File: src/srd_pkg.sv
`default_nettype none
package srd_pkg;

  localparam int FrameMaxBytes = 8;

  typedef enum logic [4:0] {
    PH_IDLE     = 5'd0,
    PH_WK_START = 5'd1,
    PH_WK_BITS  = 5'd2,
    PH_WK_ACK   = 5'd3,
    PH_WK_HOLD  = 5'd4,
    PH_WK_STOP  = 5'd5,
    PH_WR_START = 5'd6,
    PH_WR_BITS  = 5'd7,
    PH_WR_ACK   = 5'd8,
    PH_WR_STOP  = 5'd9,
    PH_RESP     = 5'd10,
    PH_RD_START = 5'd11,
    PH_RD_ABITS = 5'd12,
    PH_RD_AACK  = 5'd13,
    PH_RD_GAP   = 5'd14,
    PH_RD_BITS  = 5'd15,
    PH_RD_ACK   = 5'd16,
    PH_RD_STOP  = 5'd17,
    PH_DONE     = 5'd18
  } phase_e;

  localparam logic [2:0] REG_DEV_ADDR  = 3'd0;
  localparam logic [2:0] REG_REQ_KIND  = 3'd1;
  localparam logic [2:0] REG_WAKE_HOLD = 3'd2;
  localparam logic [2:0] REG_RESP_WAIT = 3'd3;
  localparam logic [2:0] REG_READ_GAP  = 3'd4;

  localparam logic [1:0] ST_OK      = 2'd0;
  localparam logic [1:0] ST_WA_NACK = 2'd1;
  localparam logic [1:0] ST_RQ_NACK = 2'd2;
  localparam logic [1:0] ST_RA_NACK = 2'd3;

  localparam logic [15:0] CrcInit = 16'hffff;
  localparam logic [15:0] CrcPoly = 16'ha001;

  // one byte through the reflected crc16, eight narrow dependent steps
  function automatic logic [15:0] crc_byte(logic [15:0] c_in, logic [7:0] b);
    logic [15:0] c;
    c = c_in ^ {8'h00, b};
    for (int i = 0; i < 8; i++) begin
      if (c[0]) c = (c >> 1) ^ CrcPoly;
      else c = c >> 1;
    end
    return c;
  endfunction

endpackage
`default_nettype wire

File: src/srd_seq.sv
`default_nettype none
module srd_seq import srd_pkg::*; #(
  parameter int FRAME_MAX_BYTES = FrameMaxBytes
) (
  input  wire         clk_i,
  input  wire         rst_ni,
  input  wire         step_i,
  input  wire         go_i,
  input  wire         sda_i,
  input  wire  [7:0]  dev_addr_i,
  input  wire         req_kind_i,
  input  wire  [15:0] wake_hold_i,
  input  wire  [15:0] resp_wait_i,
  input  wire  [7:0]  read_gap_i,
  output logic [38:0] res_o
);
  localparam int IW = (FRAME_MAX_BYTES > 1) ? $clog2(FRAME_MAX_BYTES) : 1;

  phase_e      phase_q, phase_d;
  logic [15:0] wait_q, wait_d;
  logic [2:0]  bit_q, bit_d;
  logic [3:0]  byte_q, byte_d;
  logic [7:0]  shift_q, shift_d;
  logic [15:0] crc_q, crc_d;
  logic [1:0]  err_q, err_d;
  logic [7:0]  frame_q [FRAME_MAX_BYTES];
  logic        fr_we;
  logic [7:0]  fr_wd;

  logic scl, pull, busy, done, crc_ok;
  logic [31:0] data;
  logic [4:0]  len;
  logic [4:0]  lm2, lm1;
  logic [16:0] wnext;
  logic        last;
  phase_e      ph;

  always_comb begin
    len = req_kind_i ? 5'd7 : 5'd8;
    if (len > 5'(FRAME_MAX_BYTES)) len = 5'(FRAME_MAX_BYTES);
    lm2 = len - 5'd2;
    lm1 = len - 5'd1;
  end

  always_comb begin
    phase_d = phase_q; wait_d = wait_q; bit_d = bit_q; byte_d = byte_q;
    shift_d = shift_q; crc_d = crc_q; err_d = err_q;
    scl = 1'b1; pull = 1'b0; busy = 1'b1; done = 1'b0; crc_ok = 1'b0;
    data = '0; fr_we = 1'b0; fr_wd = '0; last = 1'b0;
    wnext = {1'b0, wait_q} + 17'd1;
    ph = phase_q;
    if (phase_q == PH_IDLE && go_i) begin
      ph = PH_WK_START; phase_d = PH_WK_START; wait_d = '0; bit_d = '0; byte_d = '0;
      crc_d = CrcInit; err_d = ST_OK; wnext = 17'd1;
    end
    case (ph)
      PH_WK_START, PH_WR_START, PH_RD_START: begin
        pull = wait_d != 16'd0;
        if (wait_d == 16'd0) wait_d = 16'd1;
        else begin
          phase_d = phase_e'(ph + 5'd1); wait_d = '0; bit_d = '0; byte_d = '0;
          shift_d = (ph == PH_RD_START) ? (dev_addr_i | 8'h01) : dev_addr_i;
        end
      end
      PH_WK_BITS, PH_WR_BITS, PH_RD_ABITS: begin
        pull = ~shift_q[7];
        if (wait_q == 16'd0) begin scl = 1'b0; wait_d = 16'd1; end
        else begin
          wait_d = '0; shift_d = shift_q << 1;
          if (bit_q == 3'd7) begin bit_d = '0; phase_d = phase_e'(ph + 5'd1); end
          else bit_d = bit_q + 3'd1;
        end
      end
      PH_WK_ACK: begin
        if (wait_q == 16'd0) begin scl = 1'b0; wait_d = 16'd1; end
        else begin wait_d = '0; phase_d = PH_WK_HOLD; end
      end
      PH_WK_HOLD, PH_RESP, PH_RD_GAP: begin
        if (ph != PH_RESP) scl = 1'b0;
        if (wnext >= {1'b0, (ph == PH_WK_HOLD) ? wake_hold_i :
                      (ph == PH_RESP) ? resp_wait_i : {8'h00, read_gap_i}}) begin
          wait_d = '0; bit_d = '0;
          case (ph)
            PH_WK_HOLD: phase_d = PH_WK_STOP;
            PH_RESP:    phase_d = PH_RD_START;
            default: begin phase_d = PH_RD_BITS; byte_d = '0; shift_d = '0; end
          endcase
        end else wait_d = wnext[15:0];
      end
      PH_WK_STOP, PH_WR_STOP, PH_RD_STOP: begin
        pull = 1'b1;
        scl = wait_q != 16'd0;
        if (wait_q == 16'd0) wait_d = 16'd1;
        else begin
          wait_d = '0; bit_d = '0;
          if (ph == PH_WK_STOP) phase_d = PH_WR_START;
          else if (ph == PH_WR_STOP) phase_d = PH_RESP;
          else phase_d = PH_DONE;
        end
      end
      PH_WR_ACK: begin
        if (wait_q == 16'd0) begin scl = 1'b0; wait_d = 16'd1; end
        else begin
          wait_d = '0; bit_d = '0;
          if (sda_i) begin
            err_d = (byte_q == 4'd0) ? ST_WA_NACK : ST_RQ_NACK; phase_d = PH_DONE;
          end else if (byte_q >= 4'd3) phase_d = PH_WR_STOP;
          else begin
            byte_d = byte_q + 4'd1; phase_d = PH_WR_BITS;
            case (byte_q)
              4'd0:    shift_d = 8'h03;
              4'd1:    shift_d = req_kind_i ? 8'h08 : 8'h00;
              default: shift_d = req_kind_i ? 8'h07 : 8'h04;
            endcase
          end
        end
      end
      PH_RD_AACK: begin
        if (wait_q == 16'd0) begin scl = 1'b0; wait_d = 16'd1; end
        else begin
          wait_d = '0; bit_d = '0;
          if (sda_i) begin err_d = ST_RA_NACK; phase_d = PH_DONE; end
          else phase_d = PH_RD_GAP;
        end
      end
      PH_RD_BITS: begin
        if (wait_q == 16'd0) begin scl = 1'b0; wait_d = 16'd1; end
        else begin
          wait_d = '0;
          shift_d = {shift_q[6:0], sda_i};
          if (bit_q == 3'd7) begin
            fr_we = {1'b0, byte_q} < 5'(FRAME_MAX_BYTES);
            fr_wd = shift_d;
            if ({1'b0, byte_q} + 5'd2 < len) crc_d = crc_byte(crc_q, shift_d);
            bit_d = '0; phase_d = PH_RD_ACK;
          end else bit_d = bit_q + 3'd1;
        end
      end
      PH_RD_ACK: begin
        last = {1'b0, byte_q} + 5'd1 >= len;
        pull = ~last;
        if (wait_q == 16'd0) begin scl = 1'b0; wait_d = 16'd1; end
        else begin
          wait_d = '0; bit_d = '0;
          if (last) phase_d = PH_RD_STOP;
          else begin byte_d = byte_q + 4'd1; shift_d = '0; phase_d = PH_RD_BITS; end
        end
      end
      PH_DONE: begin
        busy = 1'b0; done = 1'b1;
        if (err_q == ST_OK) begin
          data = {frame_q[2], frame_q[3], frame_q[4], frame_q[5]};
          crc_ok = (frame_q[lm2[IW-1:0]] == crc_q[7:0]) &&
                   (frame_q[lm1[IW-1:0]] == crc_q[15:8]);
        end else data = 32'hffffffff;
        phase_d = PH_IDLE; wait_d = '0; bit_d = '0;
      end
      default: begin phase_d = PH_IDLE; busy = 1'b0; end
    endcase
  end

  always_ff @(posedge clk_i or negedge rst_ni) begin
    if (!rst_ni) begin
      phase_q <= PH_IDLE; wait_q <= '0; bit_q <= '0; byte_q <= '0;
      shift_q <= '0; crc_q <= CrcInit; err_q <= ST_OK;
    end else if (step_i) begin
      phase_q <= phase_d; wait_q <= wait_d; bit_q <= bit_d; byte_q <= byte_d;
      shift_q <= shift_d; crc_q <= crc_d; err_q <= err_d;
    end
  end

  always_ff @(posedge clk_i) begin
    if (step_i && fr_we) frame_q[byte_q[IW-1:0]] <= fr_wd;
  end

  assign res_o = {crc_ok, data, (done ? err_q : 2'b00), done, busy, pull, scl};
endmodule
`default_nettype wire

File: src/sensor_read_i2c_sequencer_top.sv
// two-wire sensor read sequencer, one input request per 10 us tick
// s_axis: tdata = {sda_in, go}; each accepted request advances the bus by one tick
// m_axis: one result per request, tdata from lowest bit: scl_out, sda_pull_low,
//   busy_res, done_res, status[1:0], data_word[31:0], crc_ok
// a request's result is computed in the cycle it is accepted and registered, so
//   it is valid on m_axis from the next cycle, and one request is taken every cycle while
//   m_axis is not stalled; the bound is the single state update of the tick sequencer
// a full output register stalls input only when m_axis_tready is low; the
//   result then holds until taken
// configuration: cfg_we_i writes register cfg_idx_i with cfg_wdata_i, take
//   effect at the next tick; write only while idle
// reset clears the sequencer to idle, crc to 0xffff and registers to defaults;
//   no result is pending after reset
`default_nettype none
module sensor_read_i2c_sequencer_top import srd_pkg::*; #(
  parameter int FRAME_MAX_BYTES = FrameMaxBytes
) (
  input  wire         clk_i,
  input  wire         rst_ni,
  input  wire         s_axis_tvalid,
  output logic        s_axis_tready,
  input  wire  [7:0]  s_axis_tdata,   // go, sda_in
  output logic        m_axis_tvalid,
  input  wire         m_axis_tready,
  output logic [39:0] m_axis_tdata,   // scl_out, sda_pull_low, busy, done, status, data, crc_ok
  input  wire         cfg_we_i,
  input  wire  [2:0]  cfg_idx_i,
  input  wire  [15:0] cfg_wdata_i
);
  logic [7:0]  dev_q;
  logic        kind_q;
  logic [15:0] hold_q, resp_q;
  logic [7:0]  gap_q;
  logic        ov_q;
  logic [38:0] res, res_q;
  logic        acc;

  assign s_axis_tready = !ov_q || m_axis_tready;
  assign acc = s_axis_tvalid && s_axis_tready;

  always_ff @(posedge clk_i or negedge rst_ni) begin
    if (!rst_ni) begin
      dev_q <= 8'd184; kind_q <= 1'b0; hold_q <= 16'd200; resp_q <= 16'd200;
      gap_q <= 8'd3;
    end else if (cfg_we_i) begin
      case (cfg_idx_i)
        REG_DEV_ADDR:  dev_q <= cfg_wdata_i[7:0];
        REG_REQ_KIND:  kind_q <= cfg_wdata_i[0];
        REG_WAKE_HOLD: hold_q <= cfg_wdata_i;
        REG_RESP_WAIT: resp_q <= cfg_wdata_i;
        REG_READ_GAP:  gap_q <= cfg_wdata_i[7:0];
        default: ;
      endcase
    end
  end

  srd_seq #(.FRAME_MAX_BYTES(FRAME_MAX_BYTES)) u_seq (
    .clk_i, .rst_ni, .step_i(acc), .go_i(s_axis_tdata[0]), .sda_i(s_axis_tdata[1]),
    .dev_addr_i(dev_q), .req_kind_i(kind_q), .wake_hold_i(hold_q),
    .resp_wait_i(resp_q), .read_gap_i(gap_q), .res_o(res)
  );

  always_ff @(posedge clk_i or negedge rst_ni) begin
    if (!rst_ni) ov_q <= 1'b0;
    else if (acc) ov_q <= 1'b1;
    else if (m_axis_tready) ov_q <= 1'b0;
  end

  always_ff @(posedge clk_i) begin
    if (acc) res_q <= res;
  end

  assign m_axis_tvalid = ov_q;
  assign m_axis_tdata = {1'b0, res_q};

  a_stall: assert property (@(posedge clk_i) disable iff (!rst_ni)
    m_axis_tvalid && !m_axis_tready |=> m_axis_tvalid && $stable(m_axis_tdata))
    else $error("result changed while stalled");
  a_done_busy: assert property (@(posedge clk_i) disable iff (!rst_ni)
    m_axis_tvalid |-> !(m_axis_tdata[2] && m_axis_tdata[3]))
    else $error("busy and done together");
  a_stat: assert property (@(posedge clk_i) disable iff (!rst_ni)
    m_axis_tvalid && !m_axis_tdata[3] |-> m_axis_tdata[5:4] == ST_OK)
    else $error("status outside done tick");
endmodule
`default_nettype wire
File: config.mk
export PLATFORM = sky130hd
export DESIGN_NAME = sensor_read_i2c_sequencer_top
export DESIGN_NICKNAME = d
export VERILOG_FILES = /design/src/srd_pkg.sv /design/src/srd_seq.sv /design/src/sensor_read_i2c_sequencer_top.sv
export SDC_FILE = /design/constraint.sdc
export NUM_CORES = 1
export LEC_CHECK = 0
export ABC_AREA = 1
export BUFFER_PORTS_ARGS = -buffer_cell sky130_fd_sc_hd__clkbuf_2
export CORE_ASPECT_RATIO = 1.4
export CORE_UTILIZATION = 55
export DETAILED_ROUTE_END_ITERATION = 6
export GPL_ROUTABILITY_DRIVEN = 0
export GPL_TIMING_DRIVEN = 0
export MAX_ROUTING_LAYER = met4
export PLACE_DENSITY = 0.79
export SYNTH_ARGS = -nofsm -noshare
export SYNTH_HDL_FRONTEND = slang
export SYNTH_SLANG_ARGS = --single-unit
File: constraint.sdc
create_clock -name clk_i -period 4.35 [get_ports clk_i]
set_clock_uncertainty 0.05 [all_clocks]
set_input_delay 0.87 -clock clk_i [delete_from_list [all_inputs] [get_ports clk_i]]
set_output_delay 0.87 -clock clk_i [all_outputs]
set_load 0.02 [all_outputs]
==> results.txt <==
status = finished clean
fill count = 1583
final hold vios = 0
Rel. slew slack = 0.154
post-synthesis adder-cell area fraction = 0.0467
crit end category = register
iteration-0 DRC count of the detailed router = 709
Diodes inserted = 0
Max Freq = 0.242 GHz
Starting Density = 0.560
min Tclk post-route = 4130 ps
Avg Cell Area, Syn = 8.63 µm²
H-tree Lvls = 4
clk buf depth = 2
sequential share of power = 0.324
EDFF count, synth = 87
clock network power share = 0.193
commonest cells after routing, fill and taps aside = 256 x nand2_1, 156 x inv_1, 151 x nor2_1
Hold WS = 437 ps
clock sinks = 191
class of the worst hold path = register to register
Sequential Area = 0.00525 mm²
switching share of power = 0.443
most common flop cell mapped by yosys = edfxtp_1
CTS tree = yes
die extent in x = 120 µm
fin util = 0.640
top cell type's share of synthesized area = 0.244
initial antenna violation count = 0
Hold Buf Count CTS = 0
CTS Buf Count = 17
GRT Util Overall = 0.294
Critical Path Source Type = register
Tightest Pin Transition = 1260 ps
die area = 0.0201 mm²
Synth async-reset ratio = 0.545
max-cap viol count = 0
ranking of synthesized cells by area = edfxtp_1 24%, dfrtp_1 18%, nand2_1 9.1%, dfstp_2 6.9%, inv_1 5.5%
CP Data Arrival Time = 4440 ps
DR DRC count = 0
root cell of the clock tree = clkbuf_16
Yosys cell types = 61
Switch Pwr = 0.00346 W
pre-CTS setup slack = -896 ps
largest net degree at the start of global routing = 105
slowest cell on the critical path = dfrtp_1
Final #Nets = 1419
DR WL/cell = 17.2 µm
vias = 9165
vias in the first global route = 8735
Final HPWL DP = 20.0 mm
largest family of logic cells by synthesized area = simple AND/OR/NAND/NOR gates
Hold Path Cell Cnt = 2
Netlist Area Pre-Place = 0.0107 mm²
Antenna Nets Post-Route = 0
Cells after Synth = 1243
Slew Limit Fails = 0
crit-path most repeated cell = nand2_1
GRT Residual Overflow = 0
sequential area share after synthesis = 0.490
worst-path maximum fanout = 6
Mapped Nets = 1315
P_leak = 5.59 nW
final setup vio count = 0
placed cell count = 1558
Top delay family on crit path = simple AND/OR/NAND/NOR gates
first-pass GRT wire length = 44.3 mm
Syn. warnings = 0
R2R depth = 29
Critical Path RT = 4670 ps
commonest non-fill, non-tap cell in the layout = nand2_1
multiplexer share of the synthesized area = 0.000933
share of cells above drive strength 1 = 0.179
fin crit share = 0.949
drt pass-1 iters = 5
setup ws final = 223 ps
DR vias/cell = 5.70
Compound-Gate Fraction of Synth Area = 0.140
Sum Neg Setup Slack = 0 ps
#FFs+latches synth = 191
P_int = 0.00435 W
CP peak stage delay = 430 ps
io pins = 74
Reg clk slew, reported paths = 70 ps
Synth Area in XOR/XNOR = 0.0229
drt total wl = 27.6 mm
fin cells = 1608
Gate power share = 0.483
number of port buffers = 66
core area = 0.0191 mm²
cell depth of the worst setup path = 29
power per cell area = 637 mW/mm²
layout overhead on the synthesized area = 14.3%
Die H = 167 µm
Synth area leader = edfxtp_1
area of the multi-input gates = 0.00473 mm²
row cnt = 60
Clock Latency Late Sink = 440 ps
post-synthesis simple-gate area fraction = 0.219
Critical Setup Path Class = register to register
maximum VDD drop = 0.351 mV
CP bufs+invs = 8
-- Yosys cell counts, drive strengths merged, types with 2 or more instances --
cell / number
a21boi: 2
o22ai: 19
nor2: 168
edfxtp: 87
a211oi: 2
nand4: 18
a22o: 8
dfrtp: 76
o211ai: 2
xnor2: 9
nand3: 43
buf: 15
a21oi: 49
xor2: 19
o2111ai: 2
o21ai: 109
ha: 40
a31oi: 15
inv: 167
clkbuf: 30
nor4: 2
a22oi: 19
nand2: 266
nor3: 15
a221oi: 12
or2: 7
nand3b: 3
dfstp: 28
clkinv: 2
-- final timing paths --
kind | from | endpoint | slack [ps]
min reg2reg | dev_q[6]$_DFFE_PN0P_ | dev_q[6]$_DFFE_PN0P_ | 440
max in group asynchronous | rst_ni | u_seq.phase_q[3]$_DFFE_PN0P_ | 3150
min in group asynchronous | rst_ni | hold_q[10]$_DFFE_PN0P_ | 460
max | u_seq.phase_q[1]$_DFFE_PN0P_ | u_seq.byte_q[3]$_DFFE_PN0P_ | 220
max reg2reg | u_seq.phase_q[1]$_DFFE_PN0P_ | u_seq.byte_q[3]$_DFFE_PN0P_ | 220
min | dev_q[6]$_DFFE_PN0P_ | dev_q[6]$_DFFE_PN0P_ | 440
-- per-layer routing --
layer,track usage,routed length (µm)
met2,0.502,14300
met1,0.317,9790
met5,-,0
met3,0.0385,1710
met4,0.193,1820
-- worst min-delay path, cell delays in order, from the launching register on --
cell and delay (ps):
dfrtp_1 350, nand2_1 50, o21ai_0 60
-- through the flow --
stage / power [W] / cell area, µm²
5_1_grt: 0.00836 / 12300
6_report: 0.00781 / 12300
4_1_cts: 0.00762 / 12100
3_5_place_dp: 0.00602 / 11400
3_3_place_gp: 0.00591 / 11400
2_1_floorplan: 0.00514 / 10700
-- cell type report --
class / count / share of cell area
Timing Repair Buffer: 85 / 0.0414
Clock inverter: 13 / 0.00847
Sequential cell: 191 / 0.429
Inverter: 169 / 0.0532
Tap cell: 248 / 0.0253
Multi-Input combinational cell: 838 / 0.386
Buffer: 45 / 0.0201
Clock buffer: 19 / 0.0370
-- power by group through the flow --
stage	combinational (W)	sequential, W	clock [W]
2_1_floorplan	0.00263	0.00251	0
5_1_grt	0.00421	0.00256	0.00159
3_3_place_gp	0.00337	0.00254	0
6_report	0.00377	0.00253	0.00151
3_5_place_dp	0.00347	0.00255	0
4_1_cts	0.00360	0.00251	0.00151
-- flip-flops by register name, summed over array words and instances (netlist names) --
register / flops
u_seq.shift_q: 8
res_q: 39
dev_q: 8
resp_q: 16
u_seq.frame_q: 48
u_seq.err_q: 2
hold_q: 16
m_axis_tvalid: 1
u_seq.crc_q: 16
gap_q: 8
u_seq.phase_q: 5
u_seq.bit_q: 3
kind_q: 1
u_seq.byte_q: 4
u_seq.wait_q: 16
-- what timing repair did --
item / CTS / global route
gates resized for setup: 18 / 21
gates cloned: 0 / 1
pin swaps: 2 / 9
endpoints found under the setup margin: 34 / 34
buffers inserted: 7 / 10
-- logic make-up after synthesis --
kind of cell,count (synthesis)
and+or+nand+nor,523
AOI/OAI and AO/OA,245
buffers and inverters,214
DFF,191
adders and majority gates,40
xor gates and xnor gates,28
other,1
muxes,1
(Power assumes the default switching activity.)
